`src/hdl/swrb_pkg.sv`:
```
// Shared constants, function codes and controller command type for the reorder buffer.
package swrb_pkg;

   localparam int WINDOW_DEPTH = 16;
   localparam int PAYLOAD_BITS = 32;
   localparam int INDEX_BITS   = 32;
   localparam int FUNC_BITS    = 2;
   localparam int SLOT_BITS    = $clog2(WINDOW_DEPTH);

   localparam logic [SLOT_BITS:0]    DEPTH_SUM  = (SLOT_BITS + 1)'(WINDOW_DEPTH);
   localparam logic [SLOT_BITS-1:0]  LAST_SLOT  = SLOT_BITS'(WINDOW_DEPTH - 1);
   localparam logic [INDEX_BITS-1:0] DEPTH_IDX  = INDEX_BITS'(WINDOW_DEPTH);

   localparam logic [FUNC_BITS-1:0] FUNC_GET    = 2'd0;
   localparam logic [FUNC_BITS-1:0] FUNC_PUT    = 2'd1;
   localparam logic [FUNC_BITS-1:0] FUNC_POP    = 2'd2;
   localparam logic [FUNC_BITS-1:0] FUNC_POP_IF = 2'd3;

   typedef struct packed {
      logic capture;
      logic access;
   } swrb_cmd_type;

endpackage

```
`src/hdl/swrb_ctrl.sv`:
```
// Controller state machine that sequences capture, slot access and result hand-off.
module swrb_ctrl (
   input  logic                   clock,
   input  logic                   reset,
   input  logic                   req_valid,
   output logic                   req_stall,
   output logic                   rsp_valid,
   input  logic                   rsp_stall,
   output swrb_pkg::swrb_cmd_type cmd
);
   import swrb_pkg::*;

   localparam logic [1:0] ST_IDLE   = 2'd0;
   localparam logic [1:0] ST_ACCESS = 2'd1;
   localparam logic [1:0] ST_RESP   = 2'd2;

   logic [1:0] state_ff;
   logic [1:0] state_in;

   always_comb begin
      state_in = state_ff;
      unique case (state_ff)
         ST_IDLE: begin
            if (req_valid) state_in = ST_ACCESS;
         end
         ST_ACCESS: begin
            state_in = ST_RESP;
         end
         ST_RESP: begin
            if (!rsp_stall) state_in = ST_IDLE;
         end
         default: begin
            state_in = ST_IDLE;
         end
      endcase
   end

   always_ff @(posedge clock) begin
      if (reset) begin
         state_ff <= ST_IDLE;
      end else begin
         state_ff <= state_in;
      end
   end

   assign req_stall   = (state_ff != ST_IDLE);
   assign rsp_valid   = (state_ff == ST_RESP);
   assign cmd.capture = (state_ff == ST_IDLE) && req_valid;
   assign cmd.access  = (state_ff == ST_ACCESS);

   a_resp_after_access: assert property (@(posedge clock) disable iff (reset)
      $rose(rsp_valid) |-> $past(state_ff == ST_ACCESS))
      else $error("result raised without a slot access");

   a_capture_to_access: assert property (@(posedge clock) disable iff (reset)
      cmd.capture |=> cmd.access)
      else $error("captured item not followed by access");

   a_no_accept_busy: assert property (@(posedge clock) disable iff (reset)
      (rsp_valid || cmd.access) |-> req_stall)
      else $error("input open while an item is in flight");

endmodule

```
`src/hdl/swrb_dp.sv`:
```
// Datapath: captured item, slot ring storage, present bits, head and base pointers.
module swrb_dp (
   input  logic                                 clock,
   input  logic                                 reset,
   input  swrb_pkg::swrb_cmd_type               cmd,
   input  logic [swrb_pkg::FUNC_BITS-1:0]       req_func,
   input  logic [swrb_pkg::INDEX_BITS-1:0]      req_seq_index,
   input  logic [swrb_pkg::PAYLOAD_BITS-1:0]    req_payload,
   input  logic                                 req_payload_present,
   output logic [swrb_pkg::PAYLOAD_BITS-1:0]    rsp_out_payload,
   output logic                                 rsp_out_present,
   output logic                                 rsp_in_window,
   output logic                                 rsp_popped,
   output logic [swrb_pkg::INDEX_BITS-1:0]      rsp_base_index
);
   import swrb_pkg::*;

   logic [FUNC_BITS-1:0]    func_ff;
   logic [INDEX_BITS-1:0]   index_ff;
   logic [PAYLOAD_BITS-1:0] payload_ff;
   logic                    pres_ff;

   logic [SLOT_BITS-1:0]    head_ff;
   logic [SLOT_BITS-1:0]    head_in;
   logic [INDEX_BITS-1:0]   base_ff;
   logic [INDEX_BITS-1:0]   base_in;
   logic [WINDOW_DEPTH-1:0] present_ff;
   logic [WINDOW_DEPTH-1:0] present_in;

   logic [PAYLOAD_BITS-1:0] rd_data_ff;
   logic                    rd_pres_ff;
   logic                    inside_ff;
   logic                    popped_ff;

   logic [PAYLOAD_BITS-1:0] slot_mem [WINDOW_DEPTH];

   logic [INDEX_BITS-1:0]   offset;
   logic                    in_win;
   logic [SLOT_BITS:0]      slot_sum;
   logic [SLOT_BITS-1:0]    slot;
   logic                    is_rw;
   logic                    pop_go;
   logic                    put_go;
   logic [SLOT_BITS-1:0]    addr;

   always_ff @(posedge clock) begin
      if (cmd.capture) begin
         func_ff    <= req_func;
         index_ff   <= req_seq_index;
         payload_ff <= req_payload;
         pres_ff    <= req_payload_present;
      end
   end

   always_comb begin
      offset   = index_ff - base_ff;
      in_win   = (offset < DEPTH_IDX);
      slot_sum = {1'b0, head_ff} + {1'b0, offset[SLOT_BITS-1:0]};
      if (slot_sum >= DEPTH_SUM) begin
         slot_sum = slot_sum - DEPTH_SUM;
      end
      slot   = slot_sum[SLOT_BITS-1:0];
      is_rw  = (func_ff == FUNC_GET) || (func_ff == FUNC_PUT);
      pop_go = (func_ff == FUNC_POP) || ((func_ff == FUNC_POP_IF) && present_ff[head_ff]);
      put_go = (func_ff == FUNC_PUT) && in_win;
      addr   = is_rw ? slot : head_ff;
   end

   always_comb begin
      present_in = present_ff;
      head_in    = head_ff;
      base_in    = base_ff;
      if (cmd.access) begin
         if (put_go) begin
            present_in[slot] = pres_ff;
         end
         if (pop_go) begin
            present_in[head_ff] = 1'b0;
            head_in = (head_ff == LAST_SLOT) ? '0 : head_ff + 1'b1;
            base_in = base_ff + 1'b1;
         end
      end
   end

   always_ff @(posedge clock) begin
      if (reset) begin
         present_ff <= '0;
         head_ff    <= '0;
         base_ff    <= '0;
      end else begin
         present_ff <= present_in;
         head_ff    <= head_in;
         base_ff    <= base_in;
      end
   end

   always_ff @(posedge clock) begin
      if (cmd.access) begin
         rd_data_ff <= slot_mem[addr];
         rd_pres_ff <= present_ff[addr];
         inside_ff  <= in_win;
         popped_ff  <= pop_go;
         if (put_go) begin
            slot_mem[addr] <= payload_ff;
         end
      end
   end

   assign rsp_out_present = rd_pres_ff && (((func_ff == FUNC_GET) && inside_ff) || popped_ff);
   assign rsp_out_payload = rsp_out_present ? rd_data_ff : '0;
   assign rsp_in_window   = inside_ff && is_rw;
   assign rsp_popped      = popped_ff;
   assign rsp_base_index  = base_ff;

   a_base_advances: assert property (@(posedge clock) disable iff (reset)
      (cmd.access && pop_go) |=> (base_ff == $past(base_ff) + 1'b1))
      else $error("window base did not advance on pop");

   a_head_cleared: assert property (@(posedge clock) disable iff (reset)
      (cmd.access && pop_go) |=> !present_ff[$past(head_ff)])
      else $error("popped head slot still present");

   a_idle_holds: assert property (@(posedge clock) disable iff (reset)
      !cmd.access |=> ($stable(base_ff) && $stable(head_ff) && $stable(present_ff)))
      else $error("window state changed outside an access");

endmodule

```
`src/hdl/sliding_window_reorder_buffer_core.sv`:
```
// Top level of the sliding-window receive reorder buffer.
//
// The request channel (req_) carries one item: a function code, an absolute
// sequence index, a payload and a present flag. The response channel (rsp_)
// returns exactly one item per request with the slot payload, its present
// flag, the window hit flag, the pop flag and the window base after the item.
// An item is taken when valid is high and stall is low on its channel.
// The block works on one item at a time. An accepted item is captured into
// the input registers and the controller moves from idle to the access
// state, then to the response state, where the response is valid until it
// is taken; req_stall is high in every state but idle, so the next request
// is taken only once the block is back in idle. The slot storage is read
// and written in the access state, and its registered read data feeds the response.
// While the response is stalled it holds steady and req_stall stays high.
// Reset empties every slot and sets the window base and head pointer to
// zero; it takes effect at once with no clearing pass.
module sliding_window_reorder_buffer_core (
   input  logic                              clock,
   input  logic                              reset,
   input  logic                              req_valid,
   output logic                              req_stall,
   input  logic [swrb_pkg::FUNC_BITS-1:0]    req_func,
   input  logic [swrb_pkg::INDEX_BITS-1:0]   req_seq_index,
   input  logic [swrb_pkg::PAYLOAD_BITS-1:0] req_payload,
   input  logic                              req_payload_present,
   output logic                              rsp_valid,
   input  logic                              rsp_stall,
   output logic [swrb_pkg::PAYLOAD_BITS-1:0] rsp_out_payload,
   output logic                              rsp_out_present,
   output logic                              rsp_in_window,
   output logic                              rsp_popped,
   output logic [swrb_pkg::INDEX_BITS-1:0]   rsp_base_index
);
   import swrb_pkg::*;

   swrb_cmd_type cmd;

   swrb_ctrl u_ctrl (
      .clock     (clock),
      .reset     (reset),
      .req_valid (req_valid),
      .req_stall (req_stall),
      .rsp_valid (rsp_valid),
      .rsp_stall (rsp_stall),
      .cmd       (cmd)
   );

   swrb_dp u_dp (
      .clock               (clock),
      .reset               (reset),
      .cmd                 (cmd),
      .req_func            (req_func),
      .req_seq_index       (req_seq_index),
      .req_payload         (req_payload),
      .req_payload_present (req_payload_present),
      .rsp_out_payload     (rsp_out_payload),
      .rsp_out_present     (rsp_out_present),
      .rsp_in_window       (rsp_in_window),
      .rsp_popped          (rsp_popped),
      .rsp_base_index      (rsp_base_index)
   );

endmodule
```
`config.mk`:
```
export PLATFORM = sky130hd
export DESIGN_NAME = sliding_window_reorder_buffer_core
export DESIGN_NICKNAME = d
export VERILOG_FILES = /design/src/hdl/swrb_pkg.sv /design/src/hdl/swrb_ctrl.sv /design/src/hdl/swrb_dp.sv /design/src/hdl/sliding_window_reorder_buffer_core.sv
export SDC_FILE = /design/constraint.sdc
export NUM_CORES = 1
export LEC_CHECK = 0
export BUFFER_PORTS_ARGS = -buffer_cell sky130_fd_sc_hd__buf_4
export CELL_PAD_IN_SITES_DETAIL_PLACEMENT = 1
export CELL_PAD_IN_SITES_GLOBAL_PLACEMENT = 1
export CORE_MARGIN = 10
export CORE_UTILIZATION = 57
export DETAILED_ROUTE_END_ITERATION = 10
export PLACE_DENSITY = 0.95
export SYNTH_ARGS = -nofsm -noshare
export SYNTH_HDL_FRONTEND = slang
export SYNTH_SLANG_ARGS = --single-unit
```
`constraint.sdc`:
```
create_clock -name clock -period 10.94 [get_ports clock]
set_input_delay 0.547 -clock clock [delete_from_list [all_inputs] [get_ports clock]]
set_output_delay 0.547 -clock clock [all_outputs]
set_load 0.005 [all_outputs]
```
==> metrics.md, run 1 <==
| Metric | Value |
|---|---|
| Static Leak | 10.6 nW |
| Critical path required time | 11.20 ns |
| Power share of the combinational group | 7.8% |
| Clock share of power | 41.6% |
| RD Place Congestion | 0.900 |
| Postcts setup bufs | 0 |
| Clock Path Buffers | 3 |
| Die height | 242 um |
| Root Driver | clkbuf_16 |
| Yosys reg bits | 668 |
| Crit-path slowest cell | and3_1 |
| Post-synth EDFFs | 614 |
| PortBufs | 139 |
| Top-area cell type share of the netlist area | 65.8% |
| Area occupied by multi-input gates | 0.00805 sq mm |
| Worst vdd ir | 0.000221 V |
| Syn. warnings | 0 |
| Ant. Diodes | 0 |
| Critical path startpoint category | register |
| Initial drt markers | 2105 |
| CP cell instances | inv_1 > ha_1 > inv_1 > fa_1 > a21o_1 > a221oi_1 > o21a_1 > nor3_1 > a2111oi_0 > nand4_1 > nor4_4 > and3_1 > nand3_2 > nor3_2 > buf_4 |
| TritonCTS Buffers | 69 |
| WL final | 82000 um |
| Sw Ratio | 23.3% |
| Synthesized cell area | 0.0280 sq mm |
| Final setup TNS | 0 ns |
| Crit Path Category | register to register |
| Clock transition time at the flip-flop clock pins of the worst setup and hold paths | 0.07 ns |
| Post-CTS Hold Buffers | 0 |
| Slew Viols, Final | 0 |
| ANT nets after route | 0 |
| Largest net degree at the start of global routing | 77 |
| Minimum clock period after layout | 6.07 ns |
| Critical path's most frequent cell | inv_1 |
| Top FF cell, synth | edfxtp_1 |
| Ranking of synthesized cells by area | edfxtp_1 (66%), mux4_2 (11%), dfxtp_1 (3.9%), ha_1 (1.7%), mux2i_1 (1.5%) |
| Register area | 0.0195 sq mm |
| TritonCTS sink count | 668 |
| WL met1 | 30200 um |
| Layout Nets | 1940 |
| Internal power | 4.36 mW |
| CTS tree | done |
| Max Freq | 165 MHz |
| Worst-Skew Late Latency | 0.63 ns |
| Worst Max-Slew Pin Slew | 1.24 ns |
| Per-cell routed wire length | 32.3 um |
| Hpwl dp | 46200 um |
| Setup crit end kind | register |
| Met2 routed WL | 41900 um |
| Share of the cycle needed by the critical path after routing | 55.5% |
| Worst clock skew | 0.0309 ns |
| Initial antenna violation count | 1 |
| Post-synthesis simple-gate area fraction | 6.93% |
| Finish-stage setup viols | 0 |
| Crit path max fanout | 27 |
| Cts repair resizes | 0 |
| Area Growth Syn to Fin | 14.3% |
| Outcome | complete, no violations |
| Synth Area in XOR/XNOR | 1.53% |
| Post-route DRC | 0 |
| Drt first pass iters | 6 |
| # H-tree levels | 3 |
| Largest family of logic cells by synthesized area | multiplexers |
| Met3 wire len | 6160 um |
| First-pass GRT wire length | 123000 um |
| Register area share after synthesis | 69.7% |
| Class of the worst hold path | input port to register |
| Relative slew slack | 17.4% |
| Area leader, netlist | edfxtp_1 |
| Num rows | 81 |
| Crit path DAT | 6.33 ns |
| CORE AREA | 0.0487 sq mm |
| Flop pwr share | 50.6% |
| P_sw | 1.32 mW |
| Vias post-DR | 16984 |
| Global Route Usage Sum | 28.0% |
| Fill count | 4212 |
| Yosys cell types | 65 |
| Adder-cell share of the synthesized area | 1.88% |
| Mux cell area share after synthesis | 12.6% |
| CP max stage delay | 0.84 ns |
| Via-per-instance ratio | 6.68 |
| Final hold vios | 0 |
| Gr ovfl total | 0 |
| Total power | 5.68 mW |
| Synthesized instance count | 1680 |
| Most frequent cells after synthesis | edfxtp_1 (614), mux4_2 (137), a21oi_1 (78), nor2_1 (78), nand2_1 (63) |
| Most numerous cell in the Yosys netlist | edfxtp_1 |
| Initial Util | 57.5% |
| Mean Syn Cell Area | 16.7 sq um |
| RSZ-0062 raised after global routing | no |
| Power per cell area | 177 mW/mm^2 |
| Total of max-cap violations | 0 |
| Die ar. | 0.0584 sq mm |
| I/O pin total | 140 |
| Ys async rst share | 0% |
| Share of layout cells above drive strength 1 | 23.0% |
| Top Layer Used | met5 |
| Die W | 242 um |
| Compound-cell area share of the yosys netlist | 5.41% |
| Syn nets | 1792 |
| Vias in the first global route | 18371 |
power by group through the flow:
| stage | Sequential, mW | Combinational (mW) | Clock (mW) |
|---|---|---|---|
| 2_1_floorplan | 2.91 | 0.290 | 0 |
| 3_3_place_gp | 2.92 | 0.405 | 0 |
| 3_5_place_dp | 2.93 | 0.425 | 0 |
| 4_1_cts | 2.88 | 0.440 | 2.39 |
| 5_1_grt | 2.88 | 0.471 | 2.49 |
| 6_report | 2.88 | 0.442 | 2.36 |
metal layers:
layer / vias up / global-route usage, %
met4: 2 / 12.3
met5: - / 0
met3: 239 / 5.48
met2: 1018 / 47.5
met1: 8782 / 34.6
li1: 6943 / -
critical path: cells and delay by family, from the launching register on:
kind,cells,cell delay [ns]
AND/OR/NAND/NOR,6,2.67
AO/OA/AOI/OAI,4,1.36
adder cells (fa/ha/maj),2,0.59
buffers and inverters,3,0.66
flip-flops,1,0.39
final timing paths:
path                                                      start                         endpoint  slack, ns  depth (start not counted)
worst max-delay path                 u_dp.index_ff[0]$_DFFE_PP_   u_dp.slot_mem[7][25]$_DFFE_PP_       4.87                         15
worst min-delay path                            req_payload[21]    u_dp.payload_ff[21]$_DFFE_PP_       0.09                          1
worst max register to register       u_dp.index_ff[0]$_DFFE_PP_   u_dp.slot_mem[7][25]$_DFFE_PP_       4.87                         15
worst min register to register  u_dp.present_ff[5]$_SDFFE_PP0N_  u_dp.present_ff[5]$_SDFFE_PP0N_       0.50                          2
placed cells by master, fill, tap and decap left out, types with 37 or more instances in the layout:
cell type    n
nor2_1      77
clkbuf_16   70
mux2i_1     40
dfxtp_1     54
buf_4      161
and2_1      37
xnor2_1     42
nand2_1     63
a211oi_1    49
nor2b_1     45
inv_1       53
a21oi_1     76
mux4_2     137
edfxtp_1   614
ha_1        39
cells by family after synthesis:
logic type	Yosys count
mux	182
simple gates	369
flops	668
xor+xnor	49
compound gates	232
buf+inv	139
fa+ha+maj	41
state kept, by name (all words and copies together), names as in the netlist:
name and count:
u_dp.rsp_popped 1, u_dp.rd_pres_ff 1, u_dp.pres_ff 1, u_dp.present_ff 16, u_dp.index_ff 32, u_dp.slot_mem 512
u_dp.rd_data_ff 32, u_dp.inside_ff 1, u_dp.head_ff 4, u_ctrl.state_ff 2, u_dp.func_ff 2, u_dp.rsp_base_index 32
u_dp.payload_ff 32
final cells by class:
type / instances / share of cell area, %
flip-flops and latches: 668 / 60.9
clock inverters: 32 / 1.11
well taps: 664 / 2.59
repair buffers: 162 / 3.81
multi-input cells: 873 / 25.1
inverters: 54 / 0.633
clock buffers: 90 / 5.80
per-stage QoR:
step	area [sq um]	setup WS (ns)	util (%)	instances	hold slack, ns
detailed placement	29800	4.79	61.2	2420	0.484
finish	32000	4.87	65.7	2543	0.0918
global placement	29800	5.08	61.2	2420	0.459
global route	32000	4.54	65.7	2543	0.0631
floorplan	28000	5.01	-	1680	0.441
CTS	32000	4.54	65.7	2542	0.0623
No activity file was read; power rests on OpenSTA's default activity.
==> run 2: changes to the inputs <==
- CORE_UTILIZATION: 57 -> 53
- PLACE_DENSITY: 0.95 -> 0.9
- clock period: 10.94 -> 5.6 ns (I/O delays scaled with it)
==> metrics.md, run 2 (synthesized netlist as in run 1, its figures left out) <==
| Metric | Value |
|---|---|
| Worst clock skew | 0.0323 ns (was 0.0309 ns) |
| Max FFs per register | 512 (unchanged) |
| Per-cell routed wire length | 34.6 um (was 32.3 um) |
| Most common cell after layout, fill and taps aside | edfxtp_1 (unchanged) |
| Share of the cycle needed by the critical path after routing | 94.9% (was 55.5%) |
| Critical path required time | 5.85 ns (was 11.20 ns) |
| Die height | 250 um (was 242 um) |
| Hpwl dp | 48400 um (was 46200 um) |
| WL final | 92100 um (was 82000 um) |
| I/O pin total | 140 (unchanged) |
| Layout Nets | 2033 (was 1940) |
| TritonCTS sink count | 668 (unchanged) |
| Crit path DAT | 5.57 ns (was 6.33 ns) |
| Final hold vios | 0 (unchanged) |
| Crit path max fanout | 32 (was 27) |
| Worst vdd ir | 0.000289 V (was 0.000221 V) |
| Flop pwr share | 49.5% (was 50.6%) |
| Global Route Usage Sum | 29.2% (was 28.0%) |
| Clock transition time at the flip-flop clock pins of the worst setup and hold paths | 0.07 ns (about the same) |
| Critical path startpoint category | register (unchanged) |
| R2R setup slack | 0.29 ns (was 4.87 ns) |
| Fill count | 4534 (was 4212) |
| Crit-path slowest cell | nor4_1 (was and3_1) |
| Postcts setup bufs | 0 (unchanged) |
| Clock share of power | 42.0% (was 41.6%) |
| CTS tree | done (unchanged) |
| Initial drt markers | 2521 (was 2105) |
| P_sw | 2.79 mW (was 1.32 mW) |
| TritonCTS Buffers | 70 (was 69) |
| Die W | 250 um (was 242 um) |
| Non-Filler Instances | 2665 (was 2543) |
| Hold slack | 0.163 ns (was 0.0918 ns) |
| Vias in the first global route | 19446 (was 18371) |
| Biggest register | u_dp.slot_mem (unchanged) |
| Max Freq | 188 MHz (was 165 MHz) |
| ANT nets after route | 0 (unchanged) |
| Relative slew slack | 9.99% (was 17.4%) |
| Total power | 11.4 mW (was 5.68 mW) |
| Crit path depth | 14 (was 15) |
| CP delay by family, top | simple AND/OR/NAND/NOR gates (unchanged) |
| Gr ovfl total | 0 (unchanged) |
| Class of the worst hold path | input port to register (unchanged) |
| Setup slack at placement | 0.334 ns (was 4.79 ns) |
| Finish-stage setup viols | 0 (unchanged) |
| Worst R2R Path Depth | 14 (was 15) |
| Crit Path Category | register to register (unchanged) |
| Outcome | complete, no violations (unchanged) |
| Area Growth Syn to Fin | 18.2% (was 14.3%) |
| Placed cell count | 2468 (was 2420) |
| Power share of the combinational group | 8.5% (was 7.8%) |
| Share of layout cells above drive strength 1 | 23.4% (was 23.0%) |
| CORE AREA | 0.0524 sq mm (was 0.0487 sq mm) |
| Static Leak | 11.0 nW (was 10.6 nW) |
| Vias post-DR | 18188 (was 16984) |
| First-pass GRT wire length | 136000 um (was 123000 um) |
| Clock Path Buffers | 3 (unchanged) |
| Setup ws final | 0.286 ns (was 4.87 ns) |
| Total of max-cap violations | 0 (unchanged) |
| Initial Util | 53.4% (was 57.5%) |
| Num rows | 84 (was 81) |
| Commonest cells after routing, fill and taps aside | edfxtp_1 (614), buf_4 (170), mux4_2 (137), nor2_1 (77), a21oi_1 (76) (was edfxtp_1 (614), buf_4 (161), mux4_2 (137), nor2_1 (77), a21oi_1 (76)) |
| Worst-Skew Late Latency | 0.65 ns (was 0.63 ns) |
| CP cell instances | ha_1 > inv_1 > fa_1 > a21o_1 > a221o_1 > a21oi_1 > nand3b_1 > a21boi_0 > xnor2_1 > nor4_1 > and3_2 > nand3_2 > nor3_2 > buf_4 (was inv_1 > ha_1 > inv_1 > fa_1 > a21o_1 > a221oi_1 > o21a_1 > nor3_1 > a2111oi_0 > nand4_1 > nor4_4 > and3_1 > nand3_2 > nor3_2 > buf_4) |
| Minimum clock period after layout | 5.31 ns (was 6.07 ns) |
| CP max stage delay | 0.67 ns (was 0.84 ns) |
| PortBufs | 139 (unchanged) |
| Drt first pass iters | 6 (unchanged) |
| Hold Path Stages | 2 (was 1) |
| Initial antenna violation count | 2 (was 1) |
| Sw Ratio | 24.6% (was 23.3%) |
| Power per cell area | 343 mW/mm^2 (was 177 mW/mm^2) |
| Setup crit end kind | register (unchanged) |
| Largest net degree at the start of global routing | 100 (was 77) |
| RD Place Congestion | 0.892 (was 0.900) |
| Die ar. | 0.0625 sq mm (was 0.0584 sq mm) |
| # H-tree levels | 3 (unchanged) |
| RSZ-0062 raised after global routing | no (unchanged) |
| Post-route DRC | 0 (unchanged) |
| Root Driver | clkbuf_16 (unchanged) |
| Via-per-instance ratio | 6.82 (was 6.68) |
| Worst Path Buf+Inv | 2 (was 3) |
| Internal power | 8.58 mW (was 4.36 mW) |
| Slew Viols, Final | 0 (unchanged) |
| Worst Max-Slew Pin Slew | 1.34 ns (was 1.24 ns) |
[run 2: changes by cell type in the layout (fill, tap and decap cells not counted), sizes merged]
cell / change
buf: +23
bufinv: -1
clkbuf: -3
clkinv: +4
diode: +2
dlygate4sd3: +69
inv: +4
[run 2: cell type report]
| class | instances | area (sq um) | area share, % |
|---|---|---|---|
| clock buffer | 87 | 1880 | 5.67 |
| inverter | 54 | 203 | 0.612 |
| antenna | 2 | 5.00 | 0.0151 |
| sequential | 668 | 19500 | 58.9 |
| timing repair buffer | 254 | 2230 | 6.74 |
| multi-input combinational | 873 | 8060 | 24.3 |
| clock inverter | 39 | 370 | 1.12 |
| tap | 688 | 861 | 2.60 |
[run 2: path summary, 6_finish.rpt]
path                                         endpoint                                 from
hold / removal    u_dp.rsp_base_index[1]$_SDFFE_PP0P_                                reset
setup / recovery       u_dp.slot_mem[14][3]$_DFFE_PP_  u_dp.rsp_base_index[0]$_SDFFE_PP0P_
hold reg to reg   u_dp.rsp_base_index[5]$_SDFFE_PP0P_  u_dp.rsp_base_index[5]$_SDFFE_PP0P_
setup reg to reg       u_dp.slot_mem[14][3]$_DFFE_PP_  u_dp.rsp_base_index[0]$_SDFFE_PP0P_
[run 2: power groups by stage]
| stage | sequential (mW) | combinational [mW] | clock, mW |
|---|---|---|---|
| global placement | 5.71 | 0.817 | 0 |
| floorplan | 5.68 | 0.567 | 0 |
| detailed placement | 5.73 | 0.858 | 0 |
| global route | 5.64 | 1.01 | 4.97 |
| CTS | 5.62 | 0.930 | 4.70 |
| finish | 5.63 | 0.964 | 4.77 |
[run 2: routing by layer]
metal | GRT usage [%] | up-vias | wire length, um
met5 | 0 | - | 0
met4 | 14.3 | 0 | 5020
met3 | 6.07 | 363 | 8370
met2 | 49.2 | 1456 | 46200
met1 | 35.4 | 9249 | 32600
li1 | - | 7120 | -
[run 2: repair_timing]
| item | 4_1_cts | 5_1_grt |
|---|---|---|
| hold endpoints to repair | 69 | 0 |
| setup endpoints to repair | 0 | 206 |
| hold buffers | 69 | 0 |
| gates resized for setup | 0 | 6 |
[run 2: worst reg2reg max path, stage by stage, from the launching register on]
cell and delay (ns):
dfxtp_1 0.45, ha_1 0.23, inv_1 0.08, fa_1 0.41, a21o_1 0.24, a221o_1 0.39, a21oi_1 0.28, nand3b_1 0.14
a21boi_0 0.27, xnor2_1 0.11, nor4_1 0.67, and3_2 0.53, nand3_2 0.32, nor3_2 0.26, buf_4 0.51
[run 2: metrics by stage]
stage / area [sq um] / util, % / TNS (ns)
after detailed placement: 30200 / 57.5 / 0
after CTS: 33100 / 63.1 / 0
after global placement: 30200 / 57.5 / 0
after global routing: 33100 / 63.2 / 0
after floorplan: 28000 / - / -63.79
final: 33100 / 63.2 / 0
==> run 3: changes to the inputs <==
- CORE_UTILIZATION: 53 -> 52
- PLACE_DENSITY: 0.9 -> 0.89
- SYNTH_HIERARCHICAL: not set -> 1
==> metrics.md, run 3 <==
| Metric | Value |
|---|---|
| Top-area cell type share of the netlist area | 65.4% (was 65.8%) |
| Ranking of synthesized cells by area | edfxtp_1 (65%), mux4_2 (11%), dfxtp_1 (3.8%), nand2_1 (2.7%), ha_1 (1.7%) (was edfxtp_1 (66%), mux4_2 (11%), dfxtp_1 (3.9%), ha_1 (1.7%), mux2i_1 (1.5%)) |
| Synthesized instance count | 1770 (was 1680) |
| WL final | 87700 um (was 92100 um) |
| Area Growth Syn to Fin | 18.1% (was 18.2%) |
| Placed inst area | 0.0303 sq mm (was 0.0302 sq mm) |
| GR peak layer | met2 (unchanged) |
| Critical path required time | 5.85 ns (about the same) |
| Top FF cell, synth | edfxtp_1 (unchanged) |
| Fin util | 62.0% (was 63.2%) |
| Via-per-instance ratio | 6.62 (was 6.82) |
| Critical path startpoint category | register (unchanged) |
| Final setup TNS | 0 ns (unchanged) |
| Area leader, netlist | edfxtp_1 (unchanged) |
| Setup crit end kind | register (unchanged) |
| CP cell instances | ha_1 > inv_1 > fa_1 > ha_1 > a21o_1 > a21oi_1 > xnor2_1 > xnor2_1 > mux2_2 > nand3_1 > nor4_4 > buf_4 (was ha_1 > inv_1 > fa_1 > a21o_1 > a221o_1 > a21oi_1 > nand3b_1 > a21boi_0 > xnor2_1 > nor4_1 > and3_2 > nand3_2 > nor3_2 > buf_4) |
| Syn nets | 1882 (was 1792) |
| Post-synth EDFFs | 614 (unchanged) |
| Finish-stage setup viols | 0 (unchanged) |
| Max FFs per register | 512 (unchanged) |
| CTS tree | done (unchanged) |
| Max Freq | 190 MHz (was 188 MHz) |
| GR Util met2 | 46.4% (was 49.2%) |
| Most numerous cell in the Yosys netlist | edfxtp_1 (unchanged) |
| First-pass GRT wire length | 131000 um (was 136000 um) |
| Synthesized cell area | 0.0282 sq mm (was 0.0280 sq mm) |
| Biggest register | u_dp/slot_mem (was u_dp.slot_mem) |
| Largest net degree at the start of global routing | 69 (was 100) |
| Initial drt markers | 2240 (was 2521) |
| Gr ovfl total | 0 (unchanged) |
| Total of max-cap violations | 0 (unchanged) |
| Worst vdd ir | 0.000359 V (was 0.000289 V) |
| Minimum clock period after layout | 5.27 ns (was 5.31 ns) |
| Commonest cells after routing, fill and taps aside | edfxtp_1 (614), nand2_1 (205), buf_4 (177), mux4_2 (137), clkbuf_16 (72) (was edfxtp_1 (614), buf_4 (170), mux4_2 (137), nor2_1 (77), a21oi_1 (76)) |
| Crit-path slowest cell | xnor2_1 (was nor4_1) |
| Layout Nets | 2108 (was 2033) |
| Die ar. | 0.0639 sq mm (was 0.0625 sq mm) |
| Postcts setup bufs | 0 (unchanged) |
| Syn. warnings | 6 (was 0) |
| RSZ-0062 raised after global routing | no (unchanged) |
| Global Route Usage Sum | 27.7% (was 29.2%) |
| Design Area, Final | 0.0333 sq mm (was 0.0331 sq mm) |
| Num rows | 85 (was 84) |
| Final hold vios | 0 (unchanged) |
| Power per cell area | 342 mW/mm^2 (was 343 mW/mm^2) |
| Worst Max-Slew Pin Slew | 1.12 ns (was 1.34 ns) |
| Crit Path Category | register to register (unchanged) |
| CORE AREA | 0.0537 sq mm (was 0.0524 sq mm) |
| Hold slack | 0.157 ns (was 0.163 ns) |
| Static Leak | 11.3 nW (was 11.0 nW) |
| Share of the cycle needed by the critical path after routing | 94.1% (was 94.9%) |
| Hpwl dp | 51100 um (was 48400 um) |
| Area occupied by multi-input gates | 0.00831 sq mm (was 0.00806 sq mm) |
| Per-cell routed wire length | 31.9 um (was 34.6 um) |
| Post-route DRC | 0 (unchanged) |
| TritonCTS Buffers | 70 (unchanged) |
| Share of layout cells above drive strength 1 | 23.0% (was 23.4%) |
| PortBufs | 139 (unchanged) |
| Ys async rst share | 0% (unchanged) |
| Worst Path Buf+Inv | 2 (unchanged) |
| CP delay by family, top | adder cells (was simple AND/OR/NAND/NOR gates) |
| ANT nets after route | 0 (unchanged) |
| Fill count | 4765 (was 4534) |
| Clock Path Buffers | 3 (unchanged) |
| Drt first pass iters | 5 (was 6) |
| Worst clock skew | 0.0387 ns (was 0.0323 ns) |
| # H-tree levels | 3 (unchanged) |
| TritonCTS sink count | 668 (unchanged) |
| M3 GR Usage | 4.65% (was 6.07%) |
| Register area | 0.0195 sq mm (unchanged) |
| Initial antenna violation count | 2 (unchanged) |
| Outcome | complete, no violations (unchanged) |
| Root Driver | clkbuf_16 (unchanged) |
| Relative slew slack | 25.1% (was 9.99%) |
| Die W | 253 um (was 250 um) |
| CP max stage delay | 0.87 ns (was 0.67 ns) |
| Grt met1 use | 34.6% (was 35.4%) |
| RD Place Congestion | 0.874 (was 0.892) |
| Initial Util | 52.5% (was 53.4%) |
| Clock transition time at the flip-flop clock pins of the worst setup and hold paths | 0.06 ns (was 0.07 ns) |
| Crit path DAT | 5.53 ns (was 5.57 ns) |
| Most frequent cells after synthesis | edfxtp_1 (614), nand2_1 (205), mux4_2 (137), clkbuf_1 (71), nor2_1 (65) (was edfxtp_1 (614), mux4_2 (137), a21oi_1 (78), nor2_1 (78), nand2_1 (63)) |
| Register area share after synthesis | 69.2% (was 69.7%) |
| Worst-Skew Late Latency | 0.64 ns (was 0.65 ns) |
| Class of the worst hold path | input port to register (unchanged) |
| Yosys cell types | 75 (was 65) |
| Vias in the first global route | 19255 (was 19446) |
| Total power | 11.4 mW (about the same) |
| Yosys reg bits | 668 (unchanged) |
| Most common cell after layout, fill and taps aside | edfxtp_1 (unchanged) |
| Die height | 253 um (was 250 um) |
| Vias post-DR | 18182 (was 18188) |
| Mean Syn Cell Area | 15.9 sq um (was 16.7 sq um) |
| Crit path max fanout | 25 (was 32) |
| I/O pin total | 140 (unchanged) |
| Slew Viols, Final | 0 (unchanged) |
[run 3: layer usage]
layer  up-vias  routed length [um]
li1       7374                   -
met1      9412               32600
met2      1152               44000
met3       244                6900
met4         0                4220
met5         -                   0
[run 3: where the power goes]
group | internal (mW) | switching, mW | leakage, nW
clock network | 2.69 | 2.06 | 1.12
registers | 5.53 | 0.107 | 6.00
logic | 0.417 | 0.589 | 4.14
[run 3: stage by stage]
stage | setup WS, ns | std cells
6_report | 0.328 | 2748
3_3_place_gp | 0.851 | 2552
3_5_place_dp | 0.650 | 2552
5_1_grt | 0.0524 | 2748
4_1_cts | 0.455 | 2747
2_1_floorplan | -1.19 | 1770
[run 3: final timing paths]
path / startpoint / cells after the start / slack [ns] / to
setup / recovery: u_dp/rsp_base_index[0]$_SDFFE_PP0P_ / 12 / 0.33 / u_dp/slot_mem[11][5]$_DFFE_PP_
hold / removal: reset / 2 / 0.16 / u_dp/rsp_base_index[3]$_SDFFE_PP0P_
setup reg to reg: u_dp/rsp_base_index[0]$_SDFFE_PP0P_ / 12 / 0.33 / u_dp/slot_mem[11][5]$_DFFE_PP_
hold reg to reg: u_dp/present_ff[1]$_SDFFE_PP0P_ / 2 / 0.49 / u_dp/present_ff[1]$_SDFFE_PP0P_
[run 3: repair_timing]
item | 4_1_cts | 5_1_grt
hold endpoints to repair | 68 | 0
hold buffers | 68 | 0
setup endpoints to repair | 0 | 8
gates resized for setup | 0 | 1
[run 3: final cells by class]
type / instances / share of cell area, %
diodes: 1 / 0.00751
clock inverters: 40 / 1.26
multi-input cells: 951 / 25.0
repair buffers: 250 / 6.31
flip-flops and latches: 668 / 58.6
inverters: 55 / 0.620
well taps: 696 / 2.61
clock buffers: 87 / 5.64
[run 3: kinds of logic (layout without fill, tap and decap cells)]
kind of cell,after synthesis,in the layout,synth area share (%)
AOI/OAI and AO/OA,207,207,5.00
DFF,668,668,69.2
other,0,1,0
buffers and inverters,151,432,2.13
xor gates and xnor gates,49,49,1.52
adders and majority gates,41,41,1.87
and+or+nand+nor,498,498,8.62
muxes,156,156,11.6
